<file path="src/rtl/spd_ram.sv">
// Generic single-port RAM with registered read.
module spd_ram #(
    parameter int WIDTH = 8,
    parameter int DEPTH = 64
) (
    input  logic                     i_clk,
    input  logic                     i_we,
    input  logic                     i_re,
    input  logic [$clog2(DEPTH)-1:0] i_addr,
    input  logic [WIDTH-1:0]         i_wdata,
    output logic [WIDTH-1:0]         o_rdata
);

    logic [WIDTH-1:0] r_mem [DEPTH];
    logic [WIDTH-1:0] r_rdata;

    always_ff @(posedge i_clk) begin
        if (i_we) begin
            r_mem[i_addr] <= i_wdata;
        end
        if (i_re) begin
            r_rdata <= r_mem[i_addr];
        end
    end

    assign o_rdata = r_rdata;

endmodule

</file>
<file path="config.mk">
export PLATFORM = sky130hd
export DESIGN_NAME = spd_ram
export DESIGN_NICKNAME = d
export VERILOG_FILES = /design/src/rtl/spd_ram.sv
export SDC_FILE = /design/constraint.sdc
export NUM_CORES = 1
export LEC_CHECK = 0
export ABC_AREA = 0
export BUFFER_PORTS_ARGS = -buffer_cell sky130_fd_sc_hd__buf_4
export CELL_PAD_IN_SITES_DETAIL_PLACEMENT = 1
export CELL_PAD_IN_SITES_GLOBAL_PLACEMENT = 2
export CORE_UTILIZATION = 48
export DETAILED_ROUTE_END_ITERATION = 12
export PLACE_DENSITY = 0.83
export SYNTH_ARGS = -nofsm -noshare
export SYNTH_HDL_FRONTEND = slang
export SYNTH_SLANG_ARGS = --single-unit
</file>
<file path="constraint.sdc">
create_clock -name i_clk -period 2.8 [get_ports i_clk]
set_input_delay 0.42 -clock i_clk [delete_from_list [all_inputs] [get_ports i_clk]]
set_output_delay 0.42 -clock i_clk [all_outputs]
set_load 0.05 [all_outputs]
</file>
Word level (Yosys, flattened, before mapping)
Memory sizes are Yosys's and may differ from the RTL's. A register that Yosys moved wholly into a read port is not among the register bits.
Cells that the tools add are included.
W data, S select, Z words.
- bits in registers: 0
- bits in latches: 0
- bits in writable memories: 512
- bits in read-only memories: 0
- input port bits: 17
- memories kept: 1
- memory list (name ; depth ; width ; rd ports ; clocked after memory_dff ; wr ports ; RTL line ; RTL):
    r_mem ; 64 ; 8 ; 1 ; 1 ; 1 ; 14 ; logic [WIDTH-1:0] r_mem [DEPTH];
- add/subtract/negate cells: 0
- $mul: 0
- div/mod/pow operators: 0
- order comparisons: 0
- eq/ne operators: 0
- shift operators: 0
- multiplexer cells: 2
- bitwise logic cells: 0
- reductions and logical operators: 0
- operators by type and width (operator ; count):
    $mux W1 ; 2

Longest topological paths before layout
Gate-level depths: netlist of the first run.
- depth after elaboration: 2
- gate-level depth with buffers: 10
- depth with buffers taken out: 5

Worst setup path after synthesis of the first run
Ideal clock, no wire load.
- path kind: input -> register
- start: input i_addr[1]
- end: memory r_mem[13][0] (enable)
- library setup time: 0.370 ns
- arrival: 2.148 ns
- required time: 2.430 ns
- slack: 0.281 ns
- cell stages on the path: 7
- buffers on the path: 4
- cells stage by stage: buf_6 > buf_6 > nor2b_1 > clkbuf_1 > clkbuf_1 > nand3_1 > nor2_1
- RTL lines (item ; RTL line ; RTL):
    from (decl) ; 9 ; input logic [$clog2(DEPTH)-1:0] i_addr,
    to (decl) ; 14 ;
Straight into the memory's write port.

==> results.ini, run 1 <==
[logic_synthesis]
synthArstFlopShare_pct = 0
syn_nets = 1188
synth_seq_cells = 520
netlist.area_leader.share_pct = 76.1
synth_cell_type_count = 55
yosysWarnings = 0
synth_most_common_cell = edfxtp_1
postSynthCellCount = 1171
synthTopCellsByArea = edfxtp_1 76%, mux4_2 4.5%, mux2i_1 3.1%, nor2_1 1.5%, a22oi_1 1.5%
synth_area_leader_cell = edfxtp_1
synthTopCellsByCount = 520 x edfxtp_1, 82 x nor2_1, 63 x mux2i_1, 45 x nand2_1, 41 x mux4_2
synth_ff_type = edfxtp_1
syn_area_um2 = 20500
ys_seq_area_share_pct = 76.1
synth-edff-count = 520
avgSynthCellArea_um2 = 17.5

[global_route]
grt_max_degree = 65
overflow = 0
antenna_found_initial = 1
grt_pass1_wl_mm = 86.3
grt_pass1_vias = 12600
grt_usage_pct = 27.6

[critical_path]
reg2reg_slack_ns = 0.35
crit_start = r_mem[3][1]$_DFFE_PP_
critPathSlowestCell = mux4_2
path_max_fanout = 1
critPathRequiredTime_ns = 3.13
endpoint_kind = register
cp_num_buf_inv = 1
crit_arrival_ns = 2.79
r2r_start = r_mem[3][1]$_DFFE_PP_
crit_family = multiplexers
path_depth = 6
startpoint_type = register
r2r.worst_path.cells = 6
path_cells = mux4_2 > mux2i_1 > o22a_1 > o311ai_0 > buf_4 > or4_1
rr_endpoint = o_rdata[1]$_DFFE_PP_
max_stage_delay_ns = 0.47
critPathKind = register to register
endpoint = o_rdata[1]$_DFFE_PP_

[floorplan]
start_util_pct = 48.8
num_rows = 75
die_h_um = 209
floorplan.core_area_um2 = 42000
dieArea_um2 = 43600
pin_count = 25
die_w_um = 209

[sta]
post-route-period-util_pct = 87.6
worst_pin_slew_ns = 1.18
setup_violations = 0
period_minus_slack_ns = 2.45
slew_headroom_pct = 21.4
slew_viol_final = 0
skew_ns = 0.0205
rsz0062_at_grt = false
fmax_mhz = 408
layout_setup_ws_ns = 0.348
hold_viol_final = 0

[final_layout]
finalNetCount = 1358
fillCellCount = 3810
final_util_pct = 57.0
final_layout_size_suffix_gt1_share_pct = 23.2
seqCellArea_um2 = 15600
syn_to_final_growth_pct = 16.8
multi_input_area_um2 = 4510

[run]
cap_violations = 0

[clock_tree]
tritoncts = done
path_clk_slew_ns = 0.06
post_cts_buffers = 0
clock_latency_ns = 0.60
cts_sinks = 520
cts_resized = 0
numCtsBuffers = 52
postCtsHoldBufs = 0
cts_htree_levels = 2
cts_root_buf = clkbuf_16
clockBufferDepth = 3

[pwr]
leakage_uw = 0.00800
vdd_drop_max_uv = 399
power_per_cell_area_nw_per_um2 = 678

[place]
globalplace.congestion = 0.888
port_buffers = 24
dpl_worst_slack_ns = -0.126
dp_hpwl_mm = 36.7

[detailed_routing]
wirelength_mm = 58.8
route.vias.total = 12200
ant_nets = 0
first_pass_iters = 5
drt_iter0_markers = 1407
drc = 0
avgViaCountPerCell = 6.36
wl_per_cell_um = 30.6

[run_status]
outcome = finished, final reports clean

[hold_path]
hp-class = primary input to register

[sequential cells by signal, indices dropped and copies added, names as in the netlist]
| register | cells |
|---|---|
| r_mem | 512 |
| o_rdata | 8 |
[where the power goes]
group          internal, uW  switching [uW]
logic                   354             677
clock network          3720            2850
registers              8640            25.6
[final cells by class]
| type | count | area share [%] |
|---|---|---|
| diodes | 1 | 0.0104 |
| repair buffers | 197 | 6.60 |
| multi-input cells | 567 | 18.8 |
| clock buffers | 64 | 5.70 |
| well taps | 539 | 2.81 |
| flip-flops and latches | 520 | 65.1 |
| clock inverters | 29 | 0.866 |
| inverters | 3 | 0.0470 |
[per-layer routing]
metal	global-route usage, %	routed length (um)	share of wire, %
met1	37.5	23400	40
met3	6.22	5430	9.2
met2	44.1	28000	48
met4	9.36	1890	3.2
met5	0	15	0.026
[through the flow]
step | TNS, ns | hold WS [ns] | cells | instance area [um^2] | power, uW
floorplan | 0 | 0.519 | 1171 | 20500 | 9320
global placement | -0.445 | 0.766 | 1826 | 22400 | 9810
detailed placement | -0.530 | 0.762 | 1826 | 22400 | 9840
CTS | 0 | 0.135 | 1919 | 24000 | 16400
global route | 0 | 0.142 | 1919 | 24000 | 16600
finish | 0 | 0.181 | 1920 | 24000 | 16300
[worst reg2reg max path, stage by stage, from the launching register on]
cell and delay, ns:
edfxtp_1 0.43, mux4_2 0.48, mux2i_1 0.19, o22a_1 0.25, o311ai_0 0.24, buf_4 0.22, or4_1 0.40
[worst min-delay path by stage]
stage / startpoint / depth (start not counted) / end
6_report: i_re / 1 / o_rdata[1]$_DFFE_PP_
5_1_grt: i_re / 1 / o_rdata[3]$_DFFE_PP_
4_1_cts: i_re / 1 / o_rdata[3]$_DFFE_PP_
3_5_place_dp: i_re / 1 / o_rdata[2]$_DFFE_PP_
3_3_place_gp: i_re / 1 / o_rdata[0]$_DFFE_PP_
2_1_floorplan: i_wdata[0] / 0 / r_mem[0][0]$_DFFE_PP_
[cells by family after synthesis]
logic type,count (synthesis),synth area share (%)
compound gates,222,8.04
buf+inv,84,1.97
flops,520,76.1
mux,116,8.23
simple gates,229,5.69
[placed cells by master (no fill, tap or decap), types with 21 or more instances in the layout]
| cell type | Yosys | routed |
|---|---|---|
| edfxtp_1 | 520 | 520 |
| buf_4 | 4 | 188 |
| nor2_1 | 82 | 81 |
| mux2i_1 | 63 | 63 |
| clkbuf_16 | 0 | 53 |
| nand2_1 | 45 | 45 |
| mux4_2 | 41 | 41 |
| a22oi_1 | 40 | 40 |
| a21oi_1 | 28 | 28 |
| nand2b_1 | 24 | 24 |
| o22ai_1 | 22 | 22 |
| a221oi_1 | 21 | 21 |
No activity file was read; power rests on OpenSTA's default activity.
==> run 2, diff against run 1 <==
CORE_ASPECT_RATIO = 1.75   (was default)
RECOVER_POWER = 50   (was default)
==> results.ini, run 2 (synthesis gave the netlist of run 1 again) <==
[detailed_routing]
wl_per_cell_um = 31.7
wirelength_mm = 60.5
drc = 0
route.vias.total = 12100
avgViaCountPerCell = 6.35
drt_iter0_markers = 1142
first_pass_iters = 5
ant_nets = 0

[clock_tree]
cts_htree_levels = 2
clockBufferDepth = 3
path_clk_slew_ns = 0.07
tritoncts = done
postCtsHoldBufs = 0
clock_latency_ns = 0.57
cts_resized = 0
post_cts_buffers = 0
cts_sinks = 520
cts_root_buf = clkbuf_16
numCtsBuffers = 45

[final_layout]
finalNetCount = 1339
antenna-diode-count = 0
syn_to_final_growth_pct = 15.7
layout.cells.most_common = edfxtp_1
final_util_pct = 56.6
final_layout_size_suffix_gt1_share_pct = 22.5
mostFrequentLayoutCells = 520 x edfxtp_1, 161 x buf_4, 81 x nor2_1
top_register = r_mem
largest_reg_flops = 512

[sta]
slew_headroom_pct = -5.95
worst_pin_slew_ns = 1.59
hold_viol_final = 0
rsz0062_at_grt = false
fmax_mhz = 405
skew_ns = 0.0179
slew_viol_final = 260
post-route-period-util_pct = 88.3
setup_violations = 0
period_minus_slack_ns = 2.47

[place]
globalplace.congestion = 0.911
dp_hpwl_mm = 39.4
port_buffers = 24

[global_route]
grt_usage_pct = 28.6
overflow = 0
antenna_found_initial = 1
grt_pass1_wl_mm = 86.8
grt_max_degree = 65
grt_pass1_vias = 12800

[critical_path]
critPathSlowestCell = nor4_1
critPathKind = primary input to register
crit_family = simple AND/OR/NAND/NOR gates
cpMostUsedCell = buf_4
path_max_fanout = 21
reg2reg_slack_ns = 0.39
endpoint_kind = register
crit_arrival_ns = 2.78
startpoint_type = primary input
critPathRequiredTime_ns = 3.10
cp_num_buf_inv = 4
max_stage_delay_ns = 0.63
path_cells = buf_4 > buf_12 > and2_1 > buf_4 > a221oi_1 > o32ai_1 > nor4_1 > buf_4 > nand4_1

[floorplan]
start_util_pct = 48.9
pin_count = 25
num_rows = 99
die_w_um = 158
floorplan.core_area_um2 = 42000
die_h_um = 276
dieArea_um2 = 43600

[pwr]
leakage_uw = 0.00787
vdd_drop_max_uv = 492
p_total_uw = 16000
power_per_cell_area_nw_per_um2 = 672

[run_status]
outcome = complete, but fails checks
violations = max-capacitance violations, max-slew violations

[run]
cap_violations = 4

[hold_path]
hp-class = primary input to register

==> run 2: cell types whose count changed in the layout (fill, tap and decap cells not counted), sizes merged <==
cell    before  now
buf        197  172
bufinv       3    4
clkinv      23   18
diode        1    0
inv          3    6
==> run 2: worst paths after layout <==
check	from	to	cells after the start
worst min-delay path	i_re	o_rdata[1]$_DFFE_PP_	1
worst max register to register	r_mem[6][7]$_DFFE_PP_	o_rdata[7]$_DFFE_PP_	5
worst min register to register	r_mem[43][6]$_DFFE_PP_	o_rdata[6]$_DFFE_PP_	3
worst max-delay path	i_addr[1]	o_rdata[0]$_DFFE_PP_	9
==> run 2: through the flow <==
| step | instances | area (um^2) | setup TNS [ns] | hold slack, ns | worst slack (ns) |
|---|---|---|---|---|---|
| 2_1_floorplan | 1171 | 20500 | 0 | 0.519 | 0.281 |
| 3_3_place_gp | 1830 | 22400 | -0.425 | 0.755 | -0.183 |
| 3_5_place_dp | 1830 | 22400 | -0.650 | 0.767 | -0.185 |
| 4_1_cts | 1909 | 23800 | 0 | 0.182 | 0.344 |
| 5_1_grt | 1909 | 23800 | 0 | 0.437 | 0.248 |
| 6_report | 1909 | 23800 | 0 | 0.457 | 0.329 |
==> run 2: power breakdown <==
part           internal [uW]  switching, uW  leakage (uW)
clock                   3440           2820      0.000710
sequential              8640           25.9       0.00469
combinational            347            689       0.00248
total                  12400           3530       0.00787
==> run 2: area by class of cell <==
| cell class | instances | area, um^2 |
|---|---|---|
| fill | 3732 | 18200 |
| sequential | 520 | 15600 |
| multi-input combinational | 567 | 4510 |
| timing repair buffer | 185 | 1480 |
| clock buffer | 51 | 1190 |
| tap | 555 | 694 |
| clock inverter | 28 | 256 |
| inverter | 3 | 11.3 |
==> run 2: per-layer routing <==
layer / up-vias / track usage [%] / share of wire [%]
met5: - / 0 / 0.020
met3: 211 / 3.64 / 5.9
li1: 5042 / - / -
met1: 6273 / 31.8 / 34
met2: 585 / 50.2 / 52
met4: 2 / 20.3 / 8.1
