File: src/rtl/spd_pkg.sv
// Package with shared types, codes and constants for the shortest path distance block.
package spd_pkg;

    localparam int NODE_BITS        = 6;
    localparam int COUNT_BITS       = 7;
    localparam int IN_WEIGHT_BITS   = 16;
    localparam int DIST_BITS        = 31;
    localparam int DEF_MAX_NODES    = 64;
    localparam int DEF_MAX_EDGES    = 1024;
    localparam int DEF_WEIGHT_BITS  = 16;
    localparam int CFG_WIDTH        = 7;

    localparam logic [DIST_BITS-1:0] INT_MAX = 31'h7FFF_FFFF;

    localparam logic [1:0] REQ_ADD   = 2'd0;
    localparam logic [1:0] REQ_RUN   = 2'd1;
    localparam logic [1:0] REQ_CLEAR = 2'd2;

    localparam logic CFG_NODE_COUNT  = 1'b0;
    localparam logic CFG_SOURCE_NODE = 1'b1;

    localparam logic [COUNT_BITS-1:0] NODE_COUNT_RESET  = 7'd64;
    localparam logic [NODE_BITS-1:0]  SOURCE_NODE_RESET = 6'd0;

    typedef struct packed {
        logic [1:0]                req_type;
        logic [NODE_BITS-1:0]      edge_from;
        logic [NODE_BITS-1:0]      edge_to;
        logic [IN_WEIGHT_BITS-1:0] edge_weight;
        logic                      both_ways;
    } t_in;

    typedef struct packed {
        logic [NODE_BITS-1:0] node_index;
        logic [DIST_BITS-1:0] distance;
        logic                 unreachable;
        logic                 edges_dropped;
        logic                 last;
    } t_out;

endpackage

File: src/rtl/spd_alu.sv
// Shared add and compare unit used by both the minimum scan and edge relaxation.
module spd_alu #(
    parameter int WEIGHT_BITS = spd_pkg::DEF_WEIGHT_BITS
) (
    input  logic [spd_pkg::DIST_BITS-1:0] i_base,
    input  logic [WEIGHT_BITS-1:0]        i_addend,
    input  logic [spd_pkg::DIST_BITS-1:0] i_limit,
    output logic [spd_pkg::DIST_BITS-1:0] o_sum,
    output logic                          o_less
);

    logic [spd_pkg::DIST_BITS:0] sum;

    // The sum stays far below the 32-bit range, so the carry never matters.
    assign sum    = {1'b0, i_base} + (spd_pkg::DIST_BITS + 1)'(i_addend);
    assign o_sum  = sum[spd_pkg::DIST_BITS-1:0];
    assign o_less = sum < {1'b0, i_limit};

endmodule

File: config.mk
export PLATFORM = sky130hd
export DESIGN_NAME = spd_alu
export DESIGN_NICKNAME = d
export VERILOG_FILES = /design/src/rtl/spd_pkg.sv /design/src/rtl/spd_alu.sv
export SDC_FILE = /design/constraint.sdc
export NUM_CORES = 1
export LEC_CHECK = 0
export ABC_CLOCK_PERIOD_IN_PS = 14600
export BUFFER_PORTS_ARGS = -buffer_cell sky130_fd_sc_hd__buf_2
export CORE_MARGIN = 4
export CORE_UTILIZATION = 50
export DETAILED_ROUTE_END_ITERATION = 7
export GPL_TIMING_DRIVEN = 0
export PLACE_DENSITY = 0.93
export SLEW_MARGIN = 40
export SYNTH_ARGS = -nofsm -noshare
export SYNTH_HDL_FRONTEND = slang
export SYNTH_SLANG_ARGS = --single-unit
export TNS_END_PERCENT = 20
File: constraint.sdc
create_clock -name vclk -period 14.6
set_input_delay 3.65 -clock vclk [all_inputs]
set_output_delay 3.65 -clock vclk [all_outputs]
set_load 0.01 [all_outputs]
After elaboration in Yosys (flattened, before gate mapping)
Cells that the tools add are included.

word-level totals
  register bits = 0
  bits of input ports = 78
  output and inout bits = 32
  logic and storage cells = 2

cells by class
  add/sub/neg operators = 1
  magnitude comparators = 1

operators by type and width
  cell                                   number
  adder 31 x 16 -> 32 bit                1
  less-than comparator 32 x 31 -> 1 bit  1

Logic depth before layout (Yosys ltp)
Gate-level depths: netlist of run 1.

  word-level depth = 2
  depth in mapped cells = 15
  depth with buffers taken out = 15

Worst setup path after synthesis of run 1
Ideal clock, no wire load.

  path type = in2out
  from = in i_base[0] (netlist bit)
  to = out o_less
  arrival = 6948 ps
  data required time = 10950 ps
  slack = 4002 ps
  stages = 13
  path buffers = 0
  cells stage by stage = ha_1 fa_1 a21o_1 a311o_1 nor3b_2 o31ai_4 a21oi_1 xor2_1 ha_1 and4_1 a221oi_1 a211oi_1 a211oi_1

on the way
  longest elaborated chain between the ends = 2

RTL lines
  item                                   RTL line       RTL
  from (decl)                            spd_alu.sv:5   input logic [spd_pkg::DIST_BITS-1:0] i_base,
  adder 31 x 16 -> 32 bit                spd_alu.sv:15  assign sum = {1'b0, i_base} + (spd_pkg::DIST_BITS + 1)'(i_addend);
  via o_sum (one bit)                    spd_alu.sv:8   output logic [spd_pkg::DIST_BITS-1:0] o_sum,
  less-than comparator 32 x 31 -> 1 bit  spd_alu.sv:17  assign o_less = sum < {1'b0, i_limit};
  to (decl)                              spd_alu.sv:9   output logic o_less

The timed path passes the listed nets, and every way through them passes these cells.

Worst setup path after layout of run 1
  from = in i_base[0] (netlist bit)
  to = out o_less

on the way
  longest elaborated chain between the ends = 2

RTL lines
  item                                   RTL line
  adder 31 x 16 -> 32 bit                spd_alu.sv:15
  less-than comparator 32 x 31 -> 1 bit  spd_alu.sv:17

Every way passes these cells.

==> results of run 1 <==
stage by stage:
| step | setup slack (ps) | area, µm² | total power (W) | util (%) |
|---|---|---|---|---|
| 5_1_grt | 3290 | 2450 | 0.000122 | 71.3 |
| 2_1_floorplan | 4000 | 1850 | 0.0000692 | - |
| 3_5_place_dp | 3560 | 2450 | 0.000108 | 71.3 |
| 6_report | 3440 | 2450 | 0.000108 | 71.3 |
| 3_3_place_gp | 3650 | 2450 | 0.000104 | 71.3 |
| 4_1_cts | 3550 | 2450 | 0.000109 | 71.3 |
power breakdown:
group	leakage (nW)	internal [W]	total, W	switching, W
Sequential	0	0	0	0
Clock	0	0	0	0
Combinational	1.40	0.0000481	0.000108	0.0000603
worst min path at each step:
stage / startpoint / end / slack (ps) / depth (start not counted)
final: i_base[30] / o_sum[30] / 7620 / 3
after global routing: i_base[25] / o_sum[25] / 7640 / 3
after CTS: i_base[29] / o_sum[29] / 7620 / 3
after detailed placement: i_base[29] / o_sum[29] / 7620 / 3
after global placement: i_base[29] / o_sum[29] / 7610 / 3
after floorplan: i_base[16] / o_sum[16] / 7390 / 1
Yosys cell counts (all sizes together) (3+ instances only):
cell type | instances | area share (%)
ha | 46 | 31
a211oi | 7 | 2.8
a21o | 13 | 5.3
nand3 | 8 | 2.2
a21oi | 23 | 6.2
xnor2 | 12 | 5.7
o21ai | 13 | 3.5
nor2 | 13 | 2.6
o31ai | 4 | 2.4
nor3 | 9 | 2.4
xor2 | 16 | 7.6
nand2 | 21 | 4.3
and4 | 3 | 1.4
inv | 32 | 6.5
nand4 | 9 | 3.1
cell type report:
class	instances	area [µm²]	share of cell area [%]
multi-input combinational	223	1720	70.0
timing repair buffer	110	551	22.4
inverter	32	120	4.90
tap	46	57.6	2.35
buffer	2	8.76	0.357
worst max-delay path, cell delays in order:
cell and delay (ps):
buf_2 100, ha_1 220, fa_1 410, a21o_1 230, a311o_1 360, nor3b_2 190
o31ai_4 380, a21oi_1 140, xor2_1 280, ha_1 310, and4_1 210, a221oi_1 360
a211oi_1 130, a211oi_1 320, buf_2 190
logic make-up after synthesis:
group	share of synthesized area, %
buffers and inverters	6.98
AND/OR/NAND/NOR	20.4
XOR/XNOR	13.3
AO/OA/AOI/OAI	27.1
adder cells (fa/ha/maj)	32.3
routing by layer:
| layer | share of wire [%] | vias up | wire, µm |
|---|---|---|---|
| li1 | - | 1162 | - |
| met1 | 39 | 1020 | 2130 |
| met2 | 51 | 91 | 2740 |
| met3 | 7.9 | 16 | 425 |
| met4 | 2.2 | 0 | 118 |
| met5 | 0 | - | 0 |
placed cells by master (no fill, tap or decap), types with 3 or more instances in the layout:
cell / synthesis / layout
a211oi_1: 7 / 7
a21o_1: 13 / 13
a21oi_1: 23 / 23
and4_1: 3 / 3
buf_2: 1 / 111
ha_1: 46 / 46
inv_1: 32 / 32
nand2_1: 21 / 21
nand3_1: 8 / 8
nand4_1: 9 / 9
nor2_1: 13 / 13
nor3_1: 9 / 9
o21ai_0: 8 / 8
o21ai_1: 5 / 5
o31ai_1: 3 / 3
xnor2_1: 12 / 12
xor2_1: 16 / 16
==> summary.md, run 1 <==
| Metric | Value |
|---|---|
| Fillers | 295 |
| Critical path required time | 10,950 ps |
| Relative slew slack | 59.8% |
| Tcrit/Tclk final | 76.4% |
| Critical Path Start Type | input port |
| Number of diodes | 0 |
| Highest clock rate | 0.0896 GHz |
| Max-Cap Viols | 0 |
| GR Util met1 | 25.8% |
| ANT nets after route | 0 |
| Vias in the first global route | 2,083 |
| Antenna violations before repair | 0 |
| RSZ-0062 raised after global routing | false |
| Post-synthesis cell type count | 41 |
| Pwr dens | 44.2 nW/µm² |
| Row cnt | 21 |
| Vias | 2,289 |
| Total Neg Setup Slack | 0 ps |
| Post-Syn Nets | 382 |
| Hpwl dp | 4.91 mm |
| Mapped Cells | 257 |
| CP endpoint | o_less |
| Port bufs | 110 |
| 1st-iter DRT viols | 108 |
| Worst-path fanout max | 8 |
| # clk buffers | 0 |
| Routed wire length | 5.41 mm |
| Leak | 1.40 nW |
| Setup Buffers After CTS | 0 |
| Met3 usage | 0.810% |
| Die Area | 4730 µm² |
| # IOs | 110 |
| Class of the worst hold path | in -> out |
| Via density | 5.54 |
| Core area | 3440 µm² |
| Die width | 68.8 µm |
| Origin of the worst setup path | i_base[0] |
| Global Route Usage Sum | 21.6% |
| CTS hold repair buffers | 0 |
| Share of cells above drive strength 1 | 31.9% |
| Cts repair resizes | 0 |
| Final nets | 494 |
| DRT Pass-1 Iters | 4 |
| Height of the die | 68.8 µm |
| First-pass GRT wire length | 8.27 mm |
| Met2 Track Usage GR | 41.7% |
| CP Capture Type | output port |
| Routability cong. | 0.880 |
| VDD IR max | 0.0000266 V |
| Sequential cell area fraction in the yosys report | 0% |
| Setup CP Type | in -> out |
| Hold_ws | 7620 ps |
| Post-layout min period | 11,160 ps |
| Initial Util | 53.6% |
| Post-route insts no fill | 413 |
| Mapped Area | 1850 µm² |
| Dpl cells | 413 |
| Seq cells | 0 |
| Status | completed |
| Avg Cell Area, Syn | 7.18 µm² |
| Crit path DAT | 7510 ps |
| Largest net degree at the start of global routing | 9 |
| Max-slew violation count | 0 |
| Total grt overflow | 0 |
| Ys Warns | 0 |
| Seq. cell area | 0 µm² |
| Gr busiest metal | met2 |
| Routed length per instance | 13.1 µm |
| Post-route DRC | 0 |
| Count of final setup violators | 0 |
| Least-Margin Pin Slew | 602 ps |
| Final Hold Viols | 0 |
| Area delta synth->final | 32.9% |
(Power assumes the default switching activity.)
==> inputs of run 2 (changes only) <==
--- a/config.mk
+++ b/config.mk
@@ -5,13 +5,14 @@
 export SDC_FILE = /design/constraint.sdc
 export NUM_CORES = 1
 export LEC_CHECK = 0
-export ABC_CLOCK_PERIOD_IN_PS = 14600
+export ABC_AREA = 1
+export ABC_CLOCK_PERIOD_IN_PS = 11500
 export BUFFER_PORTS_ARGS = -buffer_cell sky130_fd_sc_hd__buf_2
 export CORE_MARGIN = 4
-export CORE_UTILIZATION = 50
+export CORE_UTILIZATION = 49
 export DETAILED_ROUTE_END_ITERATION = 7
 export GPL_TIMING_DRIVEN = 0
-export PLACE_DENSITY = 0.93
+export PLACE_DENSITY = 0.86
 export SLEW_MARGIN = 40
 export SYNTH_ARGS = -nofsm -noshare
 export SYNTH_HDL_FRONTEND = slang
==> constraint.sdc (replaced) <==
create_clock -name vclk -period 11.5
set_input_delay 2.875 -clock vclk [all_inputs]
set_output_delay 2.875 -clock vclk [all_outputs]
set_load 0.01 [all_outputs]
==> summary.md, run 2 <==
| Metric | Value |
|---|---|
| Share of cells above drive strength 1 | 27.7% (-4.1 points) |
| CP Capture Type | output port |
| Post-synthesis cell type count | 32 (-22%) |
| Most common cell in the netlist | nand2_1 |
| Max stage delay cell, worst path | fa_1 |
| Highest clock rate | 0.117 GHz |
| Initial Util | 51.1% (-2.5 points) |
| DRT Pass-1 Iters | 4 (unchanged) |
| Post-Synth Adder-Cell Area | 26.4% (-5.9 points) |
| Post-synthesis mux area share | 0% (unchanged) |
| Gr busiest metal | met2 |
| Die width | 75.8 µm (+10%) |
| Hold path depth | 3 (unchanged) |
| Row cnt | 24 (+14%) |
| Seq. cell area | 0 µm² (unchanged) |
| Share of the synthesized area in the top cell type | 25.5% (-5.7 points) |
| Setup Buffers After CTS | 0 (unchanged) |
| Origin of the worst setup path | i_base[0] |
| Post-route DRC | 0 (unchanged) |
| Ys Warns | 0 (unchanged) |
| Port bufs | 110 (unchanged) |
| Fillers | 439 (+49%) |
| ANT nets after route | 0 (unchanged) |
| Routed wire length | 6.06 mm (+12%) |
| Setup CP Type | in -> out |
| Cell mode on critical path | nand2_1 |
| Post-layout min period | 8570 ps |
| Tcrit/Tclk final | 74.5% |
| Main combinational cell family by area after synthesis | simple AND/OR/NAND/NOR gates |
| Cell breakdown of the critical path | buf_2 -> ha_1 -> fa_1 -> nand3_1 -> nand2_2 -> a21oi_2 -> o21bai_1 -> nand2_1 -> nand3_1 -> nand2_1 -> inv_1 -> ha_1 -> nand2_1 -> inv_1 -> nand2_1 -> nand2_1 -> nand2_1 -> nand2_1 -> a21oi_1 -> nor2_1 -> nor2_1 -> nand2_1 -> nor2_1 -> buf_2 |
| Cts repair resizes | 0 (unchanged) |
| Routability cong. | 0.905 (+2.8%) |
| Worst-path fanout max | 3 (-5) |
| Largest net degree at the start of global routing | 6 (-3) |
| Total grt overflow | 0 (unchanged) |
| Final Hold Viols | 0 (unchanged) |
| Vias in the first global route | 2,561 (+23%) |
| First-pass GRT wire length | 10.0 mm (+21%) |
| Sequential cell area fraction in the yosys report | 0% (unchanged) |
| 1st-iter DRT viols | 195 (+81%) |
| Compound-Gate Fraction of Synth Area | 14.2% (-13 points) |
| Critical path required time | 8630 ps (-2320 ps) |
| Vias | 2,766 (+21%) |
| CTS hold repair buffers | 0 (unchanged) |
| VDD IR max | 0.0000331 V (+24%) |
| Core area | 4410 µm² (+28%) |
| Routed length per instance | 11.0 µm (-16%) |
| Crit path DAT | 5700 ps (-1810 ps) |
| Class of the worst hold path | in -> out |
| Global Route Usage Sum | 20.9% (-0.70 points) |
| Count of final setup violators | 0 (unchanged) |
| Relative slew slack | 72.7% (+13 points) |
| Antenna violations before repair | 0 (unchanged) |
| Commonest non-fill, non-tap cell in the layout | buf_2 |
| Hpwl dp | 5.68 mm (+16%) |
| Final nets | 628 (+27%) |
| Cell Area, Placed | 2870 µm² (+17%) |
| Pwr dens | 50.8 nW/µm² (+15%) |
| Via density | 5.00 (-9.8%) |
| Max-slew violation count | 0 (unchanged) |
| Leak | 1.78 nW (+27%) |
| Number of diodes | 0 (unchanged) |
| Worst stage delay on the critical path | 410 ps (about the same) |
| Max-Cap Viols | 0 (unchanged) |
| Post-Syn Nets | 516 (+35%) |
| Critical Path Start Type | input port |
| Hold Path Sink | o_sum[0] |
| Status | completed |
| Height of the die | 75.8 µm (+10%) |
| # clk buffers | 0 (unchanged) |
| Top cells by area, synth | ha_1 26%, nand2_1 17%, inv_1 14% |
| RSZ-0062 raised after global routing | false |
| Total Neg Setup Slack | 0 ps (unchanged) |
| Post-Synth Simple-Gate Area | 38.2% (+18 points) |
| # IOs | 110 (unchanged) |
| Avg Cell Area, Syn | 5.77 µm² (-20%) |
| Met2 Track Usage GR | 39.6% (-2.1 points) |
| Least-Margin Pin Slew | 406 ps (-196 ps) |
| Area delta synth->final | 27.3% |
| GR Util met1 | 27.0% (+1.2 points) |
| Die Area | 5750 µm² (+22%) |
| Commonest cells after routing, fill and taps aside | 110 x buf_2, 100 x nand2_1, 83 x inv_1 |
| Top cells by count, synth | 100 x nand2_1, 83 x inv_1, 46 x ha_1, 29 x nor2_1, 26 x a21oi_1 |
| Seq cells | 0 (unchanged) |
| Hold_sp | i_addend[0] |
| Met3 usage | 0.923% (+0.11 points) |
| Synth area leader | ha_1 |
| Final non-filler cell area | 2870 µm² (+17%) |
| Xor/xnor share of the synthesized area | 7.38% (-5.9 points) |
| Mapped Area | 2250 µm² (+22%) |
| Mapped Cells | 391 (+52%) |
## run 2: through the flow
| stage | cells | hold WS (ps) | worst slack, ps | utilization, % | total power, W |
|---|---|---|---|---|---|
| 2_1_floorplan | 391 | 5840 | 3400 | - | 0.0000959 |
| 3_3_place_gp | 553 | 6070 | 2980 | 65.0 | 0.000141 |
| 3_5_place_dp | 553 | 6080 | 2970 | 65.0 | 0.000146 |
| 4_1_cts | 553 | 6080 | 2950 | 65.0 | 0.000147 |
| 5_1_grt | 553 | 6100 | 2680 | 65.0 | 0.000169 |
| 6_report | 553 | 6070 | 2930 | 65.0 | 0.000146 |
## run 2: area by class of cell
cell class | count | area [µm²] | area share, %
Timing Repair Buffer | 110 | 551 | 19.2
Multi-Input combinational cell | 308 | 1940 | 67.7
Tap cell | 52 | 65.1 | 2.27
Inverter | 83 | 312 | 10.9
## run 2: worst max-delay path: cells and delay by family
family / cells / cell delay, ps
AOI/OAI and AO/OA: 3 / 510
adders and majority gates: 3 / 880
buffers and inverters: 4 / 310
and+or+nand+nor: 14 / 1120
## run 2: report_power, final
part,total [W],switching [W],internal [W]
sequential,0,0,0
combinational,0.000146,0.0000850,0.0000608
clock,0,0,0
## run 2: routing by layer
layer	wire length, µm	vias up	part of all wire [%]
met1	2550	1207	42
met5	0	-	0
met3	536	0	8.8
met2	2980	88	49
li1	-	1471	-
met4	0	0	0
## run 2: worst max path at each step
stage | end | cells past startpoint
CTS | o_less | 24
global route | o_less | 25
floorplan | o_less | 23
global placement | o_less | 24
detailed placement | o_less | 24
finish | o_less | 24
## run 2: cell families after synthesis
group | count (synthesis)
XOR/XNOR | 19
adder cells (fa/ha/maj) | 47
AO/OA/AOI/OAI | 52
buffers and inverters | 83
AND/OR/NAND/NOR | 190
==> inputs of run 3 (changes only) <==
--- a/config.mk
+++ b/config.mk
@@ -6,13 +6,13 @@
 export NUM_CORES = 1
 export LEC_CHECK = 0
 export ABC_AREA = 1
-export ABC_CLOCK_PERIOD_IN_PS = 11500
+export ABC_CLOCK_PERIOD_IN_PS = 7310
 export BUFFER_PORTS_ARGS = -buffer_cell sky130_fd_sc_hd__buf_2
 export CORE_MARGIN = 4
-export CORE_UTILIZATION = 49
+export CORE_UTILIZATION = 45
 export DETAILED_ROUTE_END_ITERATION = 7
 export GPL_TIMING_DRIVEN = 0
-export PLACE_DENSITY = 0.86
+export PLACE_DENSITY = 0.84
 export SLEW_MARGIN = 40
 export SYNTH_ARGS = -nofsm -noshare
 export SYNTH_HDL_FRONTEND = slang
==> constraint.sdc (replaced) <==
create_clock -name vclk -period 7.31
set_input_delay 1.8275 -clock vclk [all_inputs]
set_output_delay 1.8275 -clock vclk [all_outputs]
set_load 0.01 [all_outputs]
==> summary.md, run 3 (synthesized netlist as in run 2, its figures left out) <==
| Metric | Value |
|---|---|
| Largest net degree at the start of global routing | 6 (unchanged) |
| Overall Power | 0.000231 W (+59%) |
| ANT nets after route | 0 (unchanged) |
| Routability cong. | 0.887 (-2.0%) |
| Die width | 78.8 µm (+3.9%) |
| Count of final setup violators | 0 (unchanged) |
| Post-Place Setup Slack | 851 ps (-2120 ps) |
| Max-slew violation count | 0 (unchanged) |
| Clock power frac | 0% (unchanged) |
| Gr busiest metal | met2 |
| Final Hold Viols | 0 (unchanged) |
| Post-route DRC | 0 (unchanged) |
| Total Neg Setup Slack | 0 ps (unchanged) |
| Port bufs | 110 (unchanged) |
| DRT Pass-1 Iters | 4 (unchanged) |
| Area delta synth->final | 28.1% |
| Setup slack after layout | 801 ps (-2130 ps) |
| Post-layout min period | 6510 ps |
| Seq cells | 0 (unchanged) |
| Critical Path Start Type | input port |
| First-pass GRT wire length | 11.1 mm (+11%) |
| Antenna violations before repair | 0 (unchanged) |
| Power Internal | 0.0000956 W (+57%) |
| Hold path depth | 3 (unchanged) |
| Critical path required time | 5480 ps (-3150 ps) |
| Utilization after layout | 60.4% (-4.7 points) |
| Sequential Power Share | 0% (unchanged) |
| Relative slew slack | 74.2% (+1.5 points) |
| Sw Ratio | 58.7% (+0.33 points) |
| Tcrit/Tclk final | 89.0% |
| Routed length per instance | 11.4 µm (+3.7%) |
| Vias in the first global route | 2,627 (+2.6%) |
| Via density | 4.88 (-2.4%) |
| Vias | 2,772 (+0.22%) |
| Leak | 1.78 nW (unchanged) |
| Met3 usage | 0.567% (-0.36 points) |
| GR Util met1 | 28.2% (+1.2 points) |
| Height of the die | 78.8 µm (+3.9%) |
| Met2 Track Usage GR | 39.0% (-0.67 points) |
| Setup Buffers After CTS | 0 (unchanged) |
| Share of cells above drive strength 1 | 27.7% (unchanged) |
| Least-Margin Pin Slew | 384 ps (-22.8 ps) |
| Worst-path fanout max | 3 (unchanged) |
| Seq. cell area | 0 µm² (unchanged) |
| Crit path DAT | 4680 ps (-1020 ps) |
| Total grt overflow | 0 (unchanged) |
| Setup CP Type | in -> out |
| Global Route Usage Sum | 20.9% (-0.025 points) |
| VDD IR max | 0.0000503 V (+52%) |
| Core area | 4790 µm² (+8.4%) |
| Class of the worst hold path | in -> out |
| Cts repair resizes | 0 (unchanged) |
| Highest clock rate | 0.154 GHz |
| Row cnt | 25 (+4.2%) |
| Psw | 0.000136 W (+60%) |
| CTS hold repair buffers | 0 (unchanged) |
| Max-Cap Viols | 0 (unchanged) |
| CP Capture Type | output port |
| Routed wire length | 6.45 mm (+6.5%) |
| # clk buffers | 0 (unchanged) |
| Status | completed |
| Hold_ws | 3970 ps (-2100 ps) |
| 1st-iter DRT viols | 115 (-41%) |
| Final nets | 628 (unchanged) |
| Hpwl dp | 5.99 mm (+5.4%) |
| Combinational power share | 100.0% (about the same) |
| Commonest non-fill, non-tap cell in the layout | buf_2 |
| Pwr dens | 80.0 nW/µm² (+58%) |
| Initial Util | 47.1% (-4.0 points) |
| # IOs | 110 (unchanged) |
| RSZ-0062 raised after global routing | false |
| Commonest cells after routing, fill and taps aside | 110 x buf_2, 100 x nand2_1, 83 x inv_1 |
| Die Area | 6210 µm² (+7.9%) |
| Number of diodes | 0 (unchanged) |
[run 3: cell counts in the layout (fill, tap and decap cells not counted)]
Identical to the previous run, type by type.
[run 3: power groups by stage]
stage	sequential [W]	combinational [W]	clock [W]
after CTS	0	0.000232	0
after floorplan	0	0.000151	0
final	0	0.000231	0
after detailed placement	0	0.000231	0
after global routing	0	0.000264	0
after global placement	0	0.000225	0
[run 3: final timing paths]
| kind | from | to | slack, ps |
|---|---|---|---|
| max | i_base[0] | o_less | 800 |
| min | i_addend[0] | o_sum[0] | 3970 |
[run 3: final cells by class]
type	count	area (µm²)
Tap cell	67	83.8
Timing Repair Buffer	110	551
Fill cell	478	1900
Multi-Input combinational cell	308	1940
Inverter	83	312
[run 3: per-layer routing]
layer	share of wire (%)	wire length, µm
met2	49	3170
met3	4.8	308
met5	0	0
met4	0	0
met1	46	2970
[run 3: critical path: stages]
cell and delay (ps):
buf_2 100, ha_1 210, fa_1 420, nand3_1 130, nand2_2 100, a21oi_2 230, o21bai_1 140, nand2_1 140
nand3_1 90, nand2_1 70, inv_1 50, ha_1 270, nand2_1 90, inv_1 40, nand2_1 50, nand2_1 50
nand2_1 50, nand2_1 50, a21oi_1 120, nor2_1 70, nor2_1 110, nand2_1 50, nor2_1 90, buf_2 140
[run 3: stage by stage]
stage,std cells,cell area (µm²)
final,568,2890
after global routing,568,2890
after CTS,568,2890
after detailed placement,568,2890
after global placement,568,2890
after floorplan,391,2250
